===== config.mk =====
export PLATFORM = sky130hd
export DESIGN_NAME = rgbc_back
export DESIGN_NICKNAME = d
export VERILOG_FILES = /design/src/sv/rgbc_pkg.sv /design/src/sv/rgbc_back.sv
export SDC_FILE = /design/constraint.sdc
export NUM_CORES = 2
export LEC_CHECK = 0
export BUFFER_PORTS_ARGS = -buffer_cell sky130_fd_sc_hd__clkbuf_2
export CAP_MARGIN = 10
export CORE_AREA = 3 3 274 276
export CTS_BUF_LIST = sky130_fd_sc_hd__clkbuf_4 sky130_fd_sc_hd__clkbuf_8 sky130_fd_sc_hd__clkbuf_16
export CTS_CLUSTER_DIAMETER = 120
export DETAILED_ROUTE_END_ITERATION = 16
export DIE_AREA = 0 0 277 279
export PLACE_DENSITY_LB_ADDON = 0.15
export SLEW_MARGIN = 5
export SYNTH_ARGS = -nofsm -noshare
export SYNTH_HDL_FRONTEND = slang
export SYNTH_SLANG_ARGS = --single-unit

===== constraint.sdc =====
create_clock -name clk -period 14.8 [get_ports clk]
set_input_delay 0.74 -clock clk [delete_from_list [all_inputs] [get_ports clk]]
set_output_delay 0.74 -clock clk [all_outputs]
set_load 0.05 [all_outputs]

===== src/sv/rgbc_pkg.sv =====
package rgbc_pkg;

	localparam int MAX_WIDTH  = 1024;
	localparam int MAX_HEIGHT = 4096;
	localparam int COL_W      = 10;
	localparam int ROW_W      = 12;
	localparam int WID_W      = 11;
	localparam int HGT_W      = 13;
	localparam int PIX_W      = 24;
	localparam int COEF_W     = 16;
	localparam int DIV_W      = 16;
	localparam int PROD_W     = 25;
	localparam int SUM_W      = 28;
	localparam int DIVD_W     = 27;
	localparam int KROW_W     = 48;
	localparam int Q_DEPTH    = 2;
	localparam int Q_AW       = 1;
	localparam int PIX_MAX    = 255;

	localparam logic [2:0] REG_WIDTH   = 3'd0;
	localparam logic [2:0] REG_HEIGHT  = 3'd1;
	localparam logic [2:0] REG_DIVISOR = 3'd2;
	localparam logic [2:0] REG_KTOP    = 3'd3;
	localparam logic [2:0] REG_KMID    = 3'd4;
	localparam logic [2:0] REG_KBOT    = 3'd5;

	typedef struct packed {
		logic [7:0] red_in;
		logic [7:0] green_in;
		logic [7:0] blue_in;
		logic       frame_start;
	} pixel_t;

	typedef struct packed {
		logic [7:0]       red_out;
		logic [7:0]       green_out;
		logic [7:0]       blue_out;
		logic [ROW_W-1:0] centre_row;
		logic [COL_W-1:0] centre_col;
		logic             frame_done;
	} result_t;

	typedef struct packed {
		logic [WID_W-1:0] width;
		logic [HGT_W-1:0] height;
	} geom_t;

	typedef struct packed {
		logic [DIV_W-1:0]             divisor;
		logic [2:0][KROW_W-1:0]       kernel;
	} coef_t;

	// window[row][col], col 2 newest; pixel packs red in bits 7:0
	typedef struct packed {
		logic [2:0][2:0][PIX_W-1:0] win;
		logic [ROW_W-1:0]           row;
		logic [COL_W-1:0]           col;
		logic                       done;
	} job_t;

endpackage


===== src/sv/rgbc_back.sv =====
module rgbc_back (
	input  logic             clk,
	input  logic             arst_n,
	input  rgbc_pkg::coef_t  coefs,
	input  logic             q_empty,
	input  rgbc_pkg::job_t   q_job,
	output logic             q_pop,
	output logic             empty,
	input  logic             pop,
	output rgbc_pkg::result_t result
);
	import rgbc_pkg::*;

	localparam logic [1:0] ST_IDLE = 2'd0;
	localparam logic [1:0] ST_MAC  = 2'd1;
	localparam logic [1:0] ST_DIV  = 2'd2;
	localparam logic [1:0] ST_DONE = 2'd3;

	logic [1:0]              state_q;
	job_t                    job_q;
	logic [1:0]              krow_q, kcol_q;
	logic [4:0]              step_q;
	logic signed [SUM_W-1:0] acc_q   [3];
	logic signed [SUM_W-1:0] acc_nxt [3];
	logic [DIVD_W-1:0]       quo_q   [3];
	logic [DIV_W-1:0]        rem_q   [3];
	logic [DIVD_W-1:0]       quo_nxt [3];
	logic [DIV_W-1:0]        rem_nxt [3];
	logic signed [PROD_W-1:0] prod   [3];
	logic signed [COEF_W-1:0] coef;
	logic [DIV_W-1:0]        dvs;
	logic                    res_valid_q;
	result_t                 res_q;
	logic [7:0]              clamp   [3];
	logic                    load_res;

	assign q_pop    = (state_q == ST_IDLE) && !q_empty;
	assign load_res = (state_q == ST_DONE) && (!res_valid_q || pop);
	assign empty    = !res_valid_q;
	assign result   = res_q;
	assign dvs      = (coefs.divisor == '0) ? DIV_W'(1) : coefs.divisor;
	assign coef     = coefs.kernel[krow_q][kcol_q*COEF_W +: COEF_W];

	always_comb begin
		logic [DIV_W:0] trial;
		for (int p = 0; p < 3; p++) begin
			prod[p] = $signed({1'b0, job_q.win[krow_q][kcol_q][p*8 +: 8]}) * coef;
			acc_nxt[p] = acc_q[p] + SUM_W'(prod[p]);
			trial = {rem_q[p], quo_q[p][DIVD_W-1]};
			if (trial >= {1'b0, dvs}) begin
				rem_nxt[p] = DIV_W'(trial - {1'b0, dvs});
				quo_nxt[p] = {quo_q[p][DIVD_W-2:0], 1'b1};
			end else begin
				rem_nxt[p] = trial[DIV_W-1:0];
				quo_nxt[p] = {quo_q[p][DIVD_W-2:0], 1'b0};
			end
			clamp[p] = (quo_q[p] > DIVD_W'(PIX_MAX)) ? 8'(PIX_MAX) : quo_q[p][7:0];
		end
	end

	always_ff @(posedge clk) begin
		if (q_pop) begin
			job_q <= q_job;
		end
		case (state_q)
			ST_IDLE: begin
				for (int p = 0; p < 3; p++) acc_q[p] <= '0;
			end
			ST_MAC: begin
				for (int p = 0; p < 3; p++) begin
					acc_q[p] <= acc_nxt[p];
					// a sum at or below zero truncates to a clamped zero
					quo_q[p] <= (acc_nxt[p] > 0) ? acc_nxt[p][DIVD_W-1:0] : '0;
					rem_q[p] <= '0;
				end
			end
			ST_DIV: begin
				if (step_q != 5'(DIVD_W)) begin
					for (int p = 0; p < 3; p++) begin
						quo_q[p] <= quo_nxt[p];
						rem_q[p] <= rem_nxt[p];
					end
				end
			end
			default: begin
			end
		endcase
		if (load_res) begin
			res_q.red_out    <= clamp[0];
			res_q.green_out  <= clamp[1];
			res_q.blue_out   <= clamp[2];
			res_q.centre_row <= job_q.row;
			res_q.centre_col <= job_q.col;
			res_q.frame_done <= job_q.done;
		end
	end

	always_ff @(posedge clk or negedge arst_n) begin
		if (!arst_n) begin
			state_q     <= ST_IDLE;
			krow_q      <= '0;
			kcol_q      <= '0;
			step_q      <= '0;
			res_valid_q <= 1'b0;
		end else begin
			case (state_q)
				ST_IDLE: begin
					if (q_pop) begin
						state_q <= ST_MAC;
						krow_q  <= '0;
						kcol_q  <= '0;
					end
				end
				ST_MAC: begin
					if (kcol_q == 2'd2) begin
						kcol_q <= '0;
						if (krow_q == 2'd2) begin
							state_q <= ST_DIV;
							step_q  <= '0;
						end else begin
							krow_q <= krow_q + 2'd1;
						end
					end else begin
						kcol_q <= kcol_q + 2'd1;
					end
				end
				ST_DIV: begin
					if (step_q == 5'(DIVD_W)) begin
						state_q <= ST_DONE;
					end else begin
						step_q <= step_q + 5'd1;
					end
				end
				ST_DONE: begin
					if (load_res) state_q <= ST_IDLE;
				end
				default: state_q <= ST_IDLE;
			endcase
			if (load_res) begin
				res_valid_q <= 1'b1;
			end else if (pop) begin
				res_valid_q <= 1'b0;
			end
		end
	end

	a_res_hold: assert property (@(posedge clk) disable iff (!arst_n)
		res_valid_q && !pop |=> res_valid_q && $stable(res_q))
		else $error("result dropped while stalled");

	a_take_idle: assert property (@(posedge clk) disable iff (!arst_n)
		q_pop |=> state_q == ST_MAC && krow_q == 2'd0 && kcol_q == 2'd0)
		else $error("job taken outside idle");

	a_res_from_done: assert property (@(posedge clk) disable iff (!arst_n)
		$rose(res_valid_q) |-> $past(state_q) == ST_DONE)
		else $error("result loaded before division finished");

endmodule


* Yosys cells after proc, flatten, opt, wreduce, memory -nomap -nowiden *
Memory sizes are Yosys's and may differ from the RTL's.
Cells that the tools add are included.

operators by class
  $add $sub $neg = 9
  multipliers = 3
  div/mod/pow operators = 0
  order comparisons = 11
  eq/ne operators = 14
  shifts and indexed selects = 1
  muxes and demuxes = 50
  bitwise operators = 9
  reduce and logical (&&, ||, !) cells = 14

operator list
  cell                                                                               count
  27-bit two-way mux                                                                 6
  72-bit binary-select mux with 2-bit select                                         1
  16-bit two-way mux                                                                 7
  48-bit binary-select mux with 2-bit select                                         1
  28-bit by 25-bit adder with 28-bit output                                          3
  28-bit by 1-bit greater-than comparator with 1-bit output (second input constant)  3
  28-bit two-way mux                                                                 3
  27-bit by 8-bit greater-than comparator with 1-bit output (second input constant)  3
  9-bit by 16-bit multiplier with 25-bit output                                      3
  72-bit two-way mux                                                                 1
  17-bit by 16-bit greater-or-equal comparator with 1-bit output                     3
  24-bit binary-select mux with 2-bit select                                         1
  48-bit two-way mux                                                                 1
  48-bit by 7-bit variable part select with 16-bit output                            1
  16-bit subtractor                                                                  3
  24-bit two-way mux                                                                 1
  2-bit two-way mux                                                                  9
  16-bit zero test                                                                   1
  5-bit two-way mux                                                                  3
  2-bit inequality test (second input constant)                                      7
  1-bit two-way mux                                                                  12
  5-bit case mux with 2 select lines                                                 1
  1-bit bitwise OR                                                                   9
  2-bit equality test (second input constant)                                        4
  other kinds (16)                                                                   24

word-level totals
  register bits after elaboration = 298
  bits in latches = 0
  RAM bits = 213
  bits in read-only memories = 0
  bits of input ports = 403
  output and inout bits = 49
  memories = 3

memory list
  memory  words  bits a word  read ports  clocked after Yosys merged registers in  wr ports  RTL line         RTL
  acc_q   3      28           3           0                                        3         rgbc_back.sv:23  logic signed [SUM_W-1:0] acc_q [3];
  quo_q   3      27           3           0                                        3         rgbc_back.sv:25  logic [DIVD_W-1:0] quo_q [3];
  rem_q   3      16           3           0                                        3         rgbc_back.sv:26  logic [DIV_W-1:0] rem_q [3];

* Logic depth before layout (Yosys ltp) *
  depth after elaboration = 9
  gate-level depth with buffers = 32
  gate-level depth less buffers = 27

* Worst setup path after synthesis *
OpenSTA, ideal clock, no wires.

  kind = in2reg
  start point = input port q_empty
  end point = register job_q[0] (netlist bit), enable pin
  setup time = 907 ps
  data arrival time = 11,956 ps
  slack = 1,936 ps
  cell stages on the path = 1
  buffers on the path = 0
  cell sequence = nor2b_1

on the way
  word-level cells in the longest chain between the ends = 2

ends and longest elaborated chain
  item                  RTL line         RTL
  start, declared       rgbc_back.sv:5   input logic q_empty,
  1-bit zero test       rgbc_back.sv:37  assign q_pop = (state_q == ST_IDLE) && !q_empty;
  1-bit logical AND     rgbc_back.sv:37
  end signal, assigned  rgbc_back.sv:63  job_q <= q_job;
  end, declared         rgbc_back.sv:20  job_t job_q;

Every way passes these cells.
A chain may end at the register's enable or synchronous reset.

==> results.tsv <==
metric	value	unit
dr.pass1.iters	8	
synthCells	3725	
min_period	9600	ps
crit_arrival	9960	ps
grt_pass1_wl	164000	µm
detail_route.iter0.violations	2151	
regArea	15300	µm²
end_kind	flip-flop	
gp_congestion	0.876	
die_h	279	µm
ant_nets	0	
slew_headroom	19.2	%
clockBufferDepth	3	
synth_area	40000	µm²
rsz0062_at_grt	no	
syn_avg_cell_area	10.7	µm²
vias	28732	
cts_resized	0	
root_buffer	clkbuf_16	
drive_gt1_share	16.1	%
dp_hpwl	82700	µm
multiInputGateArea	21900	µm²
dieArea	77300	µm²
overflow	0	
post_cts_buffers	0	
tns	0	ps
cts_buffers	56	
ys_seq_area_share	38.2	%
clkLatencyLatePin	640	ps
antenna_found_initial	6	
cts.reportedPaths.clkPinSlew	70	ps
core_area	72800	µm²
rrSetupSlack	5200	ps
layout.nets	5150	
maxSlewViolCount	0	
ys_top_cells_by_area	edfxtp_1, fa_1, ha_1	
ios	452	
ys_ff_latch	511	
first_global_vias	28831	
cp-start-kind	flip-flop	
wl_per_cell	21.0	µm
yosysMostFrequentCell	inv_1	
ys.flop_type	edfxtp_1	
required	15150	ps
fill_cells	6046	
yosysTopAreaCell	edfxtp_1	
synth-warning-count	0	
wl	108000	µm
fmax	104	MHz
portBuffers	451	
clkSinkCount	511	
final_util	61.9	%
ys_async_sr_fraction	2.35	%
vias_per_cell	5.60	
hp-class	in2reg	
crit_fanout	41	
syn2layout_area_growth	12.8	%
htree_num_levels	2	
synth_commonest_cells	inv_1, edfxtp_1, nand2_1	
grt_max_degree	77	
path_class	reg2reg	
tritoncts	built	
synth_edf_count	499	
skew	35.2	ps
ctsHoldBuffers	1	
rows	99	
yosysUniqueCellTypes	77	
start_util	54.9	%
setup_viol	0	
maxCapViolations	0	
worst_pin_slew	1210	ps
syn_nets	4752	
outcome	complete, no violations	
track_usage	27.4	%
fp.dieW	277	µm
drc	0	
synth_top_area_share	37.5	%
fin_crit_sh	64.9	%
final-hold-violation-count	0	
[flip-flops by register name (all words and copies together) (netlist names)]
register,cells
job_q,239
acc_q,84
quo_q,81
rem_q,48
result,47
step_q,5
kcol_q,2
krow_q,2
state_q,2
res_valid_q,1
[cells by family (layout without fill, tap and decap cells)]
group                      count (synthesis)  after routing  synth area share (%)
DFF                                      511            511                  38.2
and+or+nand+nor                         1051           1051                  11.6
adders and majority gates                624            624                  26.8
buffers and inverters                    784           1225                  7.47
other                                      0              3                     0
xor gates and xnor gates                 113            113                  2.48
AOI/OAI and AO/OA                        484            484                  8.21
muxes                                    158            158                  5.19
[cell type report]
cell class / count / share of cell area (%)
clock buffer: 68 / 3.31
timing repair buffer: 490 / 5.68
clock inverter: 33 / 0.705
sequential: 511 / 33.9
tap: 959 / 2.66
multi-input combinational: 2430 / 48.5
antenna: 3 / 0.0166
inverter: 634 / 5.28
[routing by layer]
| layer | share of wire (%) | vias up | wire length [µm] | GRT usage [%] |
|---|---|---|---|---|
| li1 | - | 13212 | - | - |
| met1 | 41 | 14348 | 44000 | 37.3 |
| met2 | 48 | 959 | 51100 | 44.0 |
| met3 | 7.9 | 211 | 8510 | 5.91 |
| met4 | 3.6 | 2 | 3830 | 9.44 |
| met5 | 0.010 | - | 11 | 0 |
[cell usage in the layout, fill, tap and decap left out, types with 13 or more instances in the layout]
master / count
o21ai_0: 87
a31oi_1: 18
nor2b_1: 25
buf_4: 37
xnor2_1: 76
o31ai_1: 28
o22ai_1: 34
nand2b_1: 46
nand4_1: 17
xor2_1: 35
edfxtp_1: 499
a21oi_1: 104
nor2_1: 332
mux2i_1: 114
nor4_1: 22
and2_1: 65
nand3_1: 43
nor3_1: 31
and3_1: 27
clkbuf_2: 451
mux4_2: 39
a22o_1: 29
ha_1: 236
clkbuf_16: 56
a21o_1: 55
nand2_1: 406
fa_1: 387
a211oi_1: 13
inv_1: 633
[stage by stage]
step	hold WS (ps)	cell area, µm²	setup WS, ps	cells
global route	250	45100	4580	5128
global placement	401	43300	5490	5022
CTS	240	45100	5270	5124
floorplan	400	40000	1940	3725
finish	270	45100	5200	5128
detailed placement	406	43300	5350	5022
[worst paths after layout]
path / cells after the start / to / startpoint
max: 26 / quo_q[0][51] / krow_q[1]
min: 1 / job_q[218] / q_job[218]
max reg2reg: 26 / quo_q[0][51] / krow_q[1]
min reg2reg: 0 / result[3] / job_q[3]
max in group asynchronous: 2 / krow_q[1] / arst_n
min in group asynchronous: 2 / step_q[3] / arst_n
[worst max-delay path: stages (launching register included)]
cell and delay, ps:
dfrtp_4 730, inv_1 210, nand2_2 60, buf_4 300, nor3_2 680, buf_4 500, a221o_1 810, nand2_1 310
fa_1 780, inv_1 100, fa_1 510, inv_1 120, fa_1 520, inv_1 50, fa_1 490, inv_1 50
fa_1 470, inv_1 40, ha_1 340, and2_1 200, a221oi_1 340, a21oi_1 120, nor2_1 120, o21ai_0 160
xnor2_2 920, nand2b_1 210, o21ai_0 110
Power is not shown: default switching activity piles up to over one toggle a cycle in this logic, so the estimate is an artifact.
