==> config.mk <==
export PLATFORM = sky130hd
export DESIGN_NAME = rgbc_queue
export DESIGN_NICKNAME = d
export VERILOG_FILES = /design/src/sv/rgbc_pkg.sv /design/src/sv/rgbc_queue.sv
export SDC_FILE = /design/constraint.sdc
export NUM_CORES = 1
export LEC_CHECK = 0
export ABC_AREA = 1
export BUFFER_PORTS_ARGS = -buffer_cell sky130_fd_sc_hd__buf_2
export CAP_MARGIN = 20
export CORE_UTILIZATION = 35
export CTS_BUF_LIST = sky130_fd_sc_hd__clkbuf_4
export DETAILED_ROUTE_END_ITERATION = 6
export HOLD_SLACK_MARGIN = 0.08
export SYNTH_ARGS = -nofsm -noshare
export SYNTH_HDL_FRONTEND = slang
export SYNTH_SLANG_ARGS = --single-unit
==> constraint.sdc <==
create_clock -name clk -period 13.86 [get_ports clk]
set_input_delay 1.386 -clock clk [delete_from_list [all_inputs] [get_ports clk]]
set_output_delay 1.386 -clock clk [all_outputs]
set_load 0.02 [all_outputs]
==> src/sv/rgbc_pkg.sv <==
package rgbc_pkg;

	localparam int MAX_WIDTH  = 1024;
	localparam int MAX_HEIGHT = 4096;
	localparam int COL_W      = 10;
	localparam int ROW_W      = 12;
	localparam int WID_W      = 11;
	localparam int HGT_W      = 13;
	localparam int PIX_W      = 24;
	localparam int COEF_W     = 16;
	localparam int DIV_W      = 16;
	localparam int PROD_W     = 25;
	localparam int SUM_W      = 28;
	localparam int DIVD_W     = 27;
	localparam int KROW_W     = 48;
	localparam int Q_DEPTH    = 2;
	localparam int Q_AW       = 1;
	localparam int PIX_MAX    = 255;

	localparam logic [2:0] REG_WIDTH   = 3'd0;
	localparam logic [2:0] REG_HEIGHT  = 3'd1;
	localparam logic [2:0] REG_DIVISOR = 3'd2;
	localparam logic [2:0] REG_KTOP    = 3'd3;
	localparam logic [2:0] REG_KMID    = 3'd4;
	localparam logic [2:0] REG_KBOT    = 3'd5;

	typedef struct packed {
		logic [7:0] red_in;
		logic [7:0] green_in;
		logic [7:0] blue_in;
		logic       frame_start;
	} pixel_t;

	typedef struct packed {
		logic [7:0]       red_out;
		logic [7:0]       green_out;
		logic [7:0]       blue_out;
		logic [ROW_W-1:0] centre_row;
		logic [COL_W-1:0] centre_col;
		logic             frame_done;
	} result_t;

	typedef struct packed {
		logic [WID_W-1:0] width;
		logic [HGT_W-1:0] height;
	} geom_t;

	typedef struct packed {
		logic [DIV_W-1:0]             divisor;
		logic [2:0][KROW_W-1:0]       kernel;
	} coef_t;

	// window[row][col], col 2 newest; pixel packs red in bits 7:0
	typedef struct packed {
		logic [2:0][2:0][PIX_W-1:0] win;
		logic [ROW_W-1:0]           row;
		logic [COL_W-1:0]           col;
		logic                       done;
	} job_t;

endpackage

==> src/sv/rgbc_queue.sv <==
module rgbc_queue (
	input  logic           clk,
	input  logic           arst_n,
	input  logic           push,
	input  rgbc_pkg::job_t din,
	input  logic           pop,
	output logic           full,
	output logic           empty,
	output rgbc_pkg::job_t dout
);
	import rgbc_pkg::*;

	job_t            slot_q [Q_DEPTH];
	logic [Q_AW-1:0] wptr_q, rptr_q;
	logic [Q_AW:0]   cnt_q;

	assign full  = (cnt_q == (Q_AW+1)'(Q_DEPTH));
	assign empty = (cnt_q == '0);
	assign dout  = slot_q[rptr_q];

	always_ff @(posedge clk) begin
		if (push && !full) begin
			slot_q[wptr_q] <= din;
		end
	end

	always_ff @(posedge clk or negedge arst_n) begin
		if (!arst_n) begin
			wptr_q <= '0;
			rptr_q <= '0;
			cnt_q  <= '0;
		end else begin
			if (push && !full) begin
				wptr_q <= wptr_q + 1'b1;
			end
			if (pop && !empty) begin
				rptr_q <= rptr_q + 1'b1;
			end
			cnt_q <= cnt_q + (Q_AW+1)'(push && !full) - (Q_AW+1)'(pop && !empty);
		end
	end

endmodule

# ---- Word-level counts from Yosys, hierarchy flattened
# Memories as Yosys holds them, arrays and structs flattened.
# Index checks and enable logic that the tools add are counted.
dict set report totals {
  regBits 4
  output_inout_bits 241
  mem_count 1
  ramBits 478
}
dict set report op_classes {
  n_reduce_logical 5
  add_sub_neg 4
  n_eq_ne 1
  n_mux 2
}
# memory words width read_ports rd_clocked_by_memory_dff write_ports line
set memory_table {}
lappend memory_table {slot_q 2 239 1 0 1 rgbc_queue.sv:13} ;# job_t slot_q [Q_DEPTH];
# op count
set op_table {}
lappend op_table {{adder 1 bit, second input constant} 2}
lappend op_table {{adder 2 x 1 -> 2 bit} 1}
lappend op_table {{equality test 2 bit, second input constant} 1}
lappend op_table {{logical AND 1 bit} 2}
lappend op_table {{logical NOT 1 bit} 2}
lappend op_table {{logical NOT 2 bit} 1}
lappend op_table {{2-to-1 mux 1 bit} 2}
lappend op_table {{subtractor 2 x 1 -> 2 bit} 1}

# ---- Longest topological paths before layout
# Gate-level depths: netlist of run 1.
dict set report depth {
  depth_word 5
  mapped_depth 10
  mapped_depth_nobuf 10
}

# ---- Least setup slack after synthesis of run 1
# No wires, ideal clock.
dict set report synth_path {
  path_kind {in2reg}
  from {input push}
  to {memory slot_q[1][0] (netlist name), enable pin}
  setup_ns 0.842
  setup_slack_ns 1.646
  cell_stages 2
  required_time_ns 13.018
  arrival_ns 11.371
  path_buffers 0
  path_cell_list {nand2_1 nor2_1}
}
dict set report synth_via {
  elab_chain_cells 3
}
# element line
set synth_lines {}
lappend synth_lines {{start, declared} rgbc_queue.sv:4} ;# input logic push,
lappend synth_lines {{logical AND 1 bit} rgbc_queue.sv:22} ;# if (push && !full) begin
lappend synth_lines {{2-to-1 mux 1 bit} rgbc_queue.sv:22}
lappend synth_lines {{2-to-1 mux 1 bit (implied by the code)} rgbc_queue.sv:23} ;# slot_q[wptr_q] <= din;
lappend synth_lines {{end, declared} rgbc_queue.sv:13}
# Every way passes these cells.

==> results.txt, run 1 <==
----------------------------------------------------
[Outcome]
  Status ... complete, no violations

[Global routing]
  Total track usage ... 16.3%
  Met3 track utilization from global routing ... 9.12%
  Largest net degree at the start of global routing ... 171
  Global Route met1 Usage ... 17.8%
  Met2 global-route usage ... 26.2%
  Number of global-route vias before repair ... 11500
  Most crowded layer after global routing ... met2
  Total global routing overflow ... 0
  Initial antenna violation count ... 14
  Wire length of the first global-routing pass ... 62.0 mm

[Setup path]
  Crit-path max FO ... 85
  Data required time at the worst endpoint ... 12470 ps
  Kind of launch point of the worst setup path ... register
  Sort of element at the end of the critical path ... output port
  Reg-to-Reg Start ... cnt_q[0]$_DFF_PN0_
  Reg2reg path depth ... 6
  End of the worst register-to-register path ... slot_q[1][121]$_DFFE_PP_
  Arr. time, crit path ... 3700 ps
  Beginning of the critical path ... rptr_q$_DFFE_PN0P_
  Critical path class ... register to output port
  Minimum setup slack among reg-to-reg paths ... 10790 ps

[Route]
  Count of nets left with antenna violations after detail routing ... 0
  Final routed DRC violation total ... 0
  Via count ... 11500
  DR pass1 iterations ... 5
  DR vias/cell ... 4.42
  Average routed wire per standard cell ... 16.4 um
  Detailed router's first-iteration violation count ... 712
  Total wirelength of the detailed-routed design ... 42.8 mm

[Final layout]
  Number of nets in the final layout ... 2101
  Area growth, synth to finish ... 26.3%
  Layout cells sized above 1 ... 36.3%
  Register Area ... 14500 um^2
  Filler cells ... 4569
  Area occupied by multi-input gates ... 2790 um^2
  Filler-free cell count of the finished design ... 2610

[CTS]
  Clock tree from TritonCTS ... yes
  Skew-Pair Late Insertion Delay ... 900 ps
  Reg clk slew, reported paths ... 60 ps
  Htree depth ... 4
  TritonCTS Buffers ... 134
  Post-CTS Setup Bufs ... 0
  Sink count of the clock tree ... 482
  Resized cells post-CTS ... 0
  Number of buffers between clock root and the deepest sink ... 3
  Cell at the root of the clock tree ... clkbuf_4
  Hold-fix buffers, CTS ... 0

[Timing]
  Period Utilization, post-route ... 36.7%
  Worst Max-Slew Pin Slew ... 1160 ps
  Maximum clock frequency ... 197 MHz
  Largest clock skew in the final design ... 34.3 ps
  Post-route setup TNS ... 0 ps
  Number of setup violations in the final report ... 0
  Clock period minus worst slack ... 5080 ps
  Setup repair after global routing missed its margin ... false
  Endpoints failing hold ... 0
  Worst slew slack as a fraction of its limit ... 22.5%
  Max Transition Viols Final ... 0

[Synthesis]
  Top area cells in the synthesized netlist ... edfxtp_1 81%, nand2_1 16%, buf_2 0.77%
  Avg Cell Area, Syn ... 13.8 um^2
  Top FF cell, synth ... edfxtp_1
  Cell with the most instances after synthesis ... nand2_1
  Flops & latches, synth ... 482
  Proportion of synthesized flip-flops having asynchronous set or reset ... 0.830%
  Number of flops mapped to enable cells by yosys ... 478
  Part of the Yosys area used for sequential elements ... 81.9%
  Area of the mapped netlist ... 17700 um^2
  Portion of synthesized cell area occupied by the leading cell type ... 81.3%
  Post-synthesis cell type count ... 12
  Post-synth top area cell ... edfxtp_1
  Net count after synthesis ... 1527
  Most frequent cells after synthesis ... 730 x nand2_1, 478 x edfxtp_1, 27 x buf_2, 13 x buf_4, 12 x buf_6
  Number of instances in the synthesized netlist ... 1282
  Warnings from Yosys ... 0

[Power]
  Static Leak ... 9.71 nW
  IR drop worst, VDD ... 0.000123 V
  Power density relative to cell area ... 229 nW/um^2

[Floorplanning]
  Site row count ... 81
  Starting utilization of the core area ... 35.8%
  X dimension of the die ... 227 um
  Die outline height ... 227 um
  Placeable core area ... 49400 um^2
  IO Count ... 484
  Overall die area ... 51300 um^2

[Placed design]
  GP Congestion ... 0.776
  Total placed cells including tap cells ... 2384
  Placed wire-length estimate ... 26.4 mm
  Buffers added on ports ... 483

[Worst hold path]
  Tightest Hold Check Type ... input pin to asynchronous set/reset pin

[Flow run]
  Number of max-cap violations ... 0

----------------------------------------------------
routing by layer:
layer / vias to the layer above / share of wire [%]
met3: 77 / 11
met4: 14 / 1.9
li1: 5574 / -
met2: 482 / 48
met1: 5378 / 39
met5: - / 0.21
stage by stage:
stage / hold WS [ps] / instance area, um^2 / setup slack, ps / utilization [%] / power (mW)
floorplan: 442 / 17700 / 1650 / - / 3.36
global placement: 455 / 20600 / 9450 / 41.8 / 3.88
detailed placement: 468 / 20600 / 9520 / 41.8 / 3.90
CTS: 84.9 / 22300 / 8410 / 45.1 / 5.20
global route: 140 / 22300 / 8340 / 45.2 / 5.43
finish: 281 / 22300 / 8780 / 45.2 / 5.10
placed cells by master (no fill, tap or decap), types with 2 or more instances in the layout:
cell	instances
nand2_1	730
buf_2	483
edfxtp_1	478
clkbuf_4	198
clkinv_1	12
inv_1	9
buf_4	7
diode_2	5
inv_2	5
nand3_1	3
bufinv_16	3
dfrtp_1	3
ha_1	2
clkinv_2	2
worst max-delay path by stage:
stage | to | slack [ps]
5_1_grt | dout[121] | 8340
4_1_cts | dout[147] | 8410
3_3_place_gp | dout[147] | 9450
6_report | dout[55] | 8780
2_1_floorplan | slot_q[1][0]$_DFFE_PP_ | 1650
3_5_place_dp | dout[147] | 9520
cell families after synthesis:
family	after synthesis	synth area share, %
and+or+nand+nor	734	15.6
DFF	482	81.9
buffers and inverters	64	2.35
adders and majority gates	2	0.142
report_power, final:
part | switching (mW) | internal [mW] | total, mW
clock | 0.564 | 0.701 | 1.27
combinational | 1.28 | 0.453 | 1.74
sequential | 0.105 | 1.99 | 2.10
total | 1.95 | 3.15 | 5.10
state kept, by name, summed over array words and instances (netlist names):
register / cells
cnt_q: 2
rptr_q: 1
slot_q: 478
wptr_q: 1
area by class of cell:
class | instances | share of cell area [%]
inverter | 11 | 0.241
sequential | 482 | 64.9
clock inverter | 23 | 0.769
tap | 664 | 3.73
timing repair buffer | 491 | 11.2
antenna | 5 | 0.0561
clock buffer | 198 | 6.67
multi-input combinational | 736 | 12.5
critical path: stages, from the launching register on:
cell and delay (ps):
dfrtp_4 800, inv_6 560, buf_4 790, nand2_1 130, nand2_1 130, buf_2 180
Power figures use the tool's default switching activity.
==> run 2, diff against run 1 <==
==> constraint.sdc (replaced) <==
create_clock -name clk -period 4.85 [get_ports clk]
set_input_delay 0.485 -clock clk [delete_from_list [all_inputs] [get_ports clk]]
set_output_delay 0.485 -clock clk [all_outputs]
set_load 0.02 [all_outputs]
==> run 2 against run 1 <==
Largest power group unchanged. Critical path type unchanged. Wire length increased by 5.4%. Clock skew increased by 31 ps. Highest routed layer unchanged. Cell area increased by 12%. Total power increased to 2.9 times the previous value. Final cell count increased by 9.7%.
==> results.txt, run 2 (synthesis gave the netlist of run 1 again) <==
----------------------------------------------------
[Setup path]
  Bufs and invs on worst path ... 3
  Sort of element at the end of the critical path ... output port
  Minimum setup slack among reg-to-reg paths ... 2470 ps
  End of the critical path ... dout[151]
  Worst stage delay on the critical path ... 670 ps
  Reg-to-Reg Start ... cnt_q[1]$_DFF_PN0_
  End of the worst register-to-register path ... slot_q[1][32]$_DFFE_PP_
  Cell chain of the critical path ... inv_8 > buf_4 > nand2_1 > nand2_1 > buf_2
  Crit-path max FO ... 138
  Kind of launch point of the worst setup path ... register
  Data required time at the worst endpoint ... 4370 ps
  Reg2reg path depth ... 4
  Most used cell along the critical path ... nand2_1
  Critical path's top delay family ... buffers and inverters
  Instance count on the critical path ... 5
  Slowest library cell on the worst path ... inv_8
  Arr. time, crit path ... 3120 ps
  Critical path class ... register to output port
  Beginning of the critical path ... rptr_q$_DFFE_PN0P_

[Final layout]
  Area growth, synth to finish ... 40.9%
  Layout cells sized above 1 ... 32.1%
  Number of nets in the final layout ... 2352
  Most used cells in the layout excluding fill and tap cells ... 730 x nand2_1, 483 x buf_2, 478 x edfxtp_1
  Filler-free cell count of the finished design ... 2862
  Top reg by flops ... slot_q
  Most frequent standard cell in the layout excluding fill and tap cells ... nand2_1
  Number of flip-flops in the largest register ... 478
  Top flop regs ... slot_q (478), cnt_q (2)
  Post-layout utilization of the core ... 50.4%

[Route]
  Count of nets left with antenna violations after detail routing ... 0
  Average routed wire per standard cell ... 15.8 um
  Final routed DRC violation total ... 0
  Via count ... 12400
  DR pass1 iterations ... 5
  Total wirelength of the detailed-routed design ... 45.1 mm
  DR vias/cell ... 4.34
  Detailed router's first-iteration violation count ... 655

[Floorplanning]
  Placeable core area ... 49400 um^2
  Starting utilization of the core area ... 35.8%
  Overall die area ... 51300 um^2
  IO Count ... 484
  Site row count ... 81
  X dimension of the die ... 227 um
  Die outline height ... 227 um

[Power]
  Int Pwr ... 9.14 mW
  IR drop worst, VDD ... 0.000435 V
  Static Leak ... 10.8 nW
  Switching power share of the total ... 38.3%
  Power spent charging and discharging nets ... 5.67 mW
  Clock power frac ... 24.5%
  Power density relative to cell area ... 595 nW/um^2
  Seq pwr share ... 40.0%
  Part of the total power dissipated in combinational logic ... 35.5%

[Global routing]
  Wire length of the first global-routing pass ... 66.6 mm
  Total global routing overflow ... 0
  Number of global-route vias before repair ... 12800
  Most crowded layer after global routing ... met2
  Global Route met1 Usage ... 18.7%
  Total track usage ... 17.2%
  Initial antenna violation count ... 6
  Met3 track utilization from global routing ... 8.33%
  Largest net degree at the start of global routing ... 139
  Met2 global-route usage ... 28.3%

[Timing]
  Period Utilization, post-route ... 74.4%
  Clock period minus worst slack ... 3610 ps
  Maximum clock frequency ... 277 MHz
  Post-Route Hold Slack ... 277 ps
  Post-route setup TNS ... 0 ps
  Setup repair after global routing missed its margin ... false
  Max Transition Viols Final ... 0
  Endpoints failing hold ... 0
  Largest clock skew in the final design ... 65.7 ps
  Number of setup violations in the final report ... 0
  Worst slew slack as a fraction of its limit ... 30.6%
  Post-route worst setup slack ... 1240 ps
  Worst Max-Slew Pin Slew ... 1040 ps

[CTS]
  TritonCTS Buffers ... 133
  Cell at the root of the clock tree ... clkbuf_4
  Clock tree from TritonCTS ... yes
  Hold-fix buffers, CTS ... 246
  Post-CTS Setup Bufs ... 0
  Sink count of the clock tree ... 482
  Skew-Pair Late Insertion Delay ... 920 ps
  Htree depth ... 4
  Reg clk slew, reported paths ... 70 ps
  Number of buffers between clock root and the deepest sink ... 3
  Resized cells post-CTS ... 0

[Placed design]
  Worst setup slack before clock tree synthesis ... 2170 ps
  GP Congestion ... 0.766
  Total placed cells including tap cells ... 2390
  Buffers added on ports ... 483
  Placed wire-length estimate ... 27.5 mm

[Flow run]
  Number of max-cap violations ... 0

[Worst hold path]
  Hold Crit Start ... din[238]
  Tightest Hold Check Type ... input pin to register

[Outcome]
  Status ... complete, no violations

----------------------------------------------------
run 2: cell count changes in the layout (fill, tap and decap cells not counted), moves of 2 or more:
cell | before | now
buf_12 | 1 | 6
clkbuf_4 | 198 | 188
clkinv_1 | 12 | 17
clkinv_4 | 0 | 2
clkinvlp_4 | 1 | 4
dlygate4sd3_1 | 0 | 246
run 2: area by class of cell:
type,count,area (um^2)
Fill cell,4295,24500
Multi-Input combinational cell,736,2790
Sequential cell,482,14500
Inverter,11,52.6
Clock buffer,188,1410
Clock inverter,32,249
Timing Repair Buffer,743,5060
Antenna cell,6,15.0
Tap cell,664,831
run 2: worst min-delay path by stage:
stage,end,slack (ps),cells after the start
after CTS,slot_q[0][220]$_DFFE_PP_,80,2
after floorplan,cnt_q[0]$_DFF_PN0_,190,0
after global placement,rptr_q$_DFFE_PN0P_,300,1
final,slot_q[0][238]$_DFFE_PP_,280,2
after global routing,slot_q[0][238]$_DFFE_PP_,170,2
after detailed placement,rptr_q$_DFFE_PN0P_,310,1
run 2: power by group through the flow:
stage,combinational (mW),sequential (mW),clock (mW)
after global routing,5.77,6.00,3.96
after global placement,5.11,5.98,0
after detailed placement,5.14,6.01,0
after CTS,5.32,5.92,3.75
after floorplan,3.37,6.04,0
final,5.26,5.92,3.62
run 2: per-stage QoR:
stage / cell area, um^2 / power [mW]
global route: 24900 / 15.7
floorplan: 17700 / 9.41
CTS: 24900 / 15.0
detailed placement: 20700 / 11.1
global placement: 20700 / 11.1
finish: 24900 / 14.8
run 2: layer usage:
| layer | vias up | share of wire [%] |
|---|---|---|
| met5 | - | 0.029 |
| met4 | 2 | 1.9 |
| met3 | 69 | 9.9 |
| met2 | 507 | 49 |
| met1 | 5788 | 39 |
| li1 | 6069 | - |
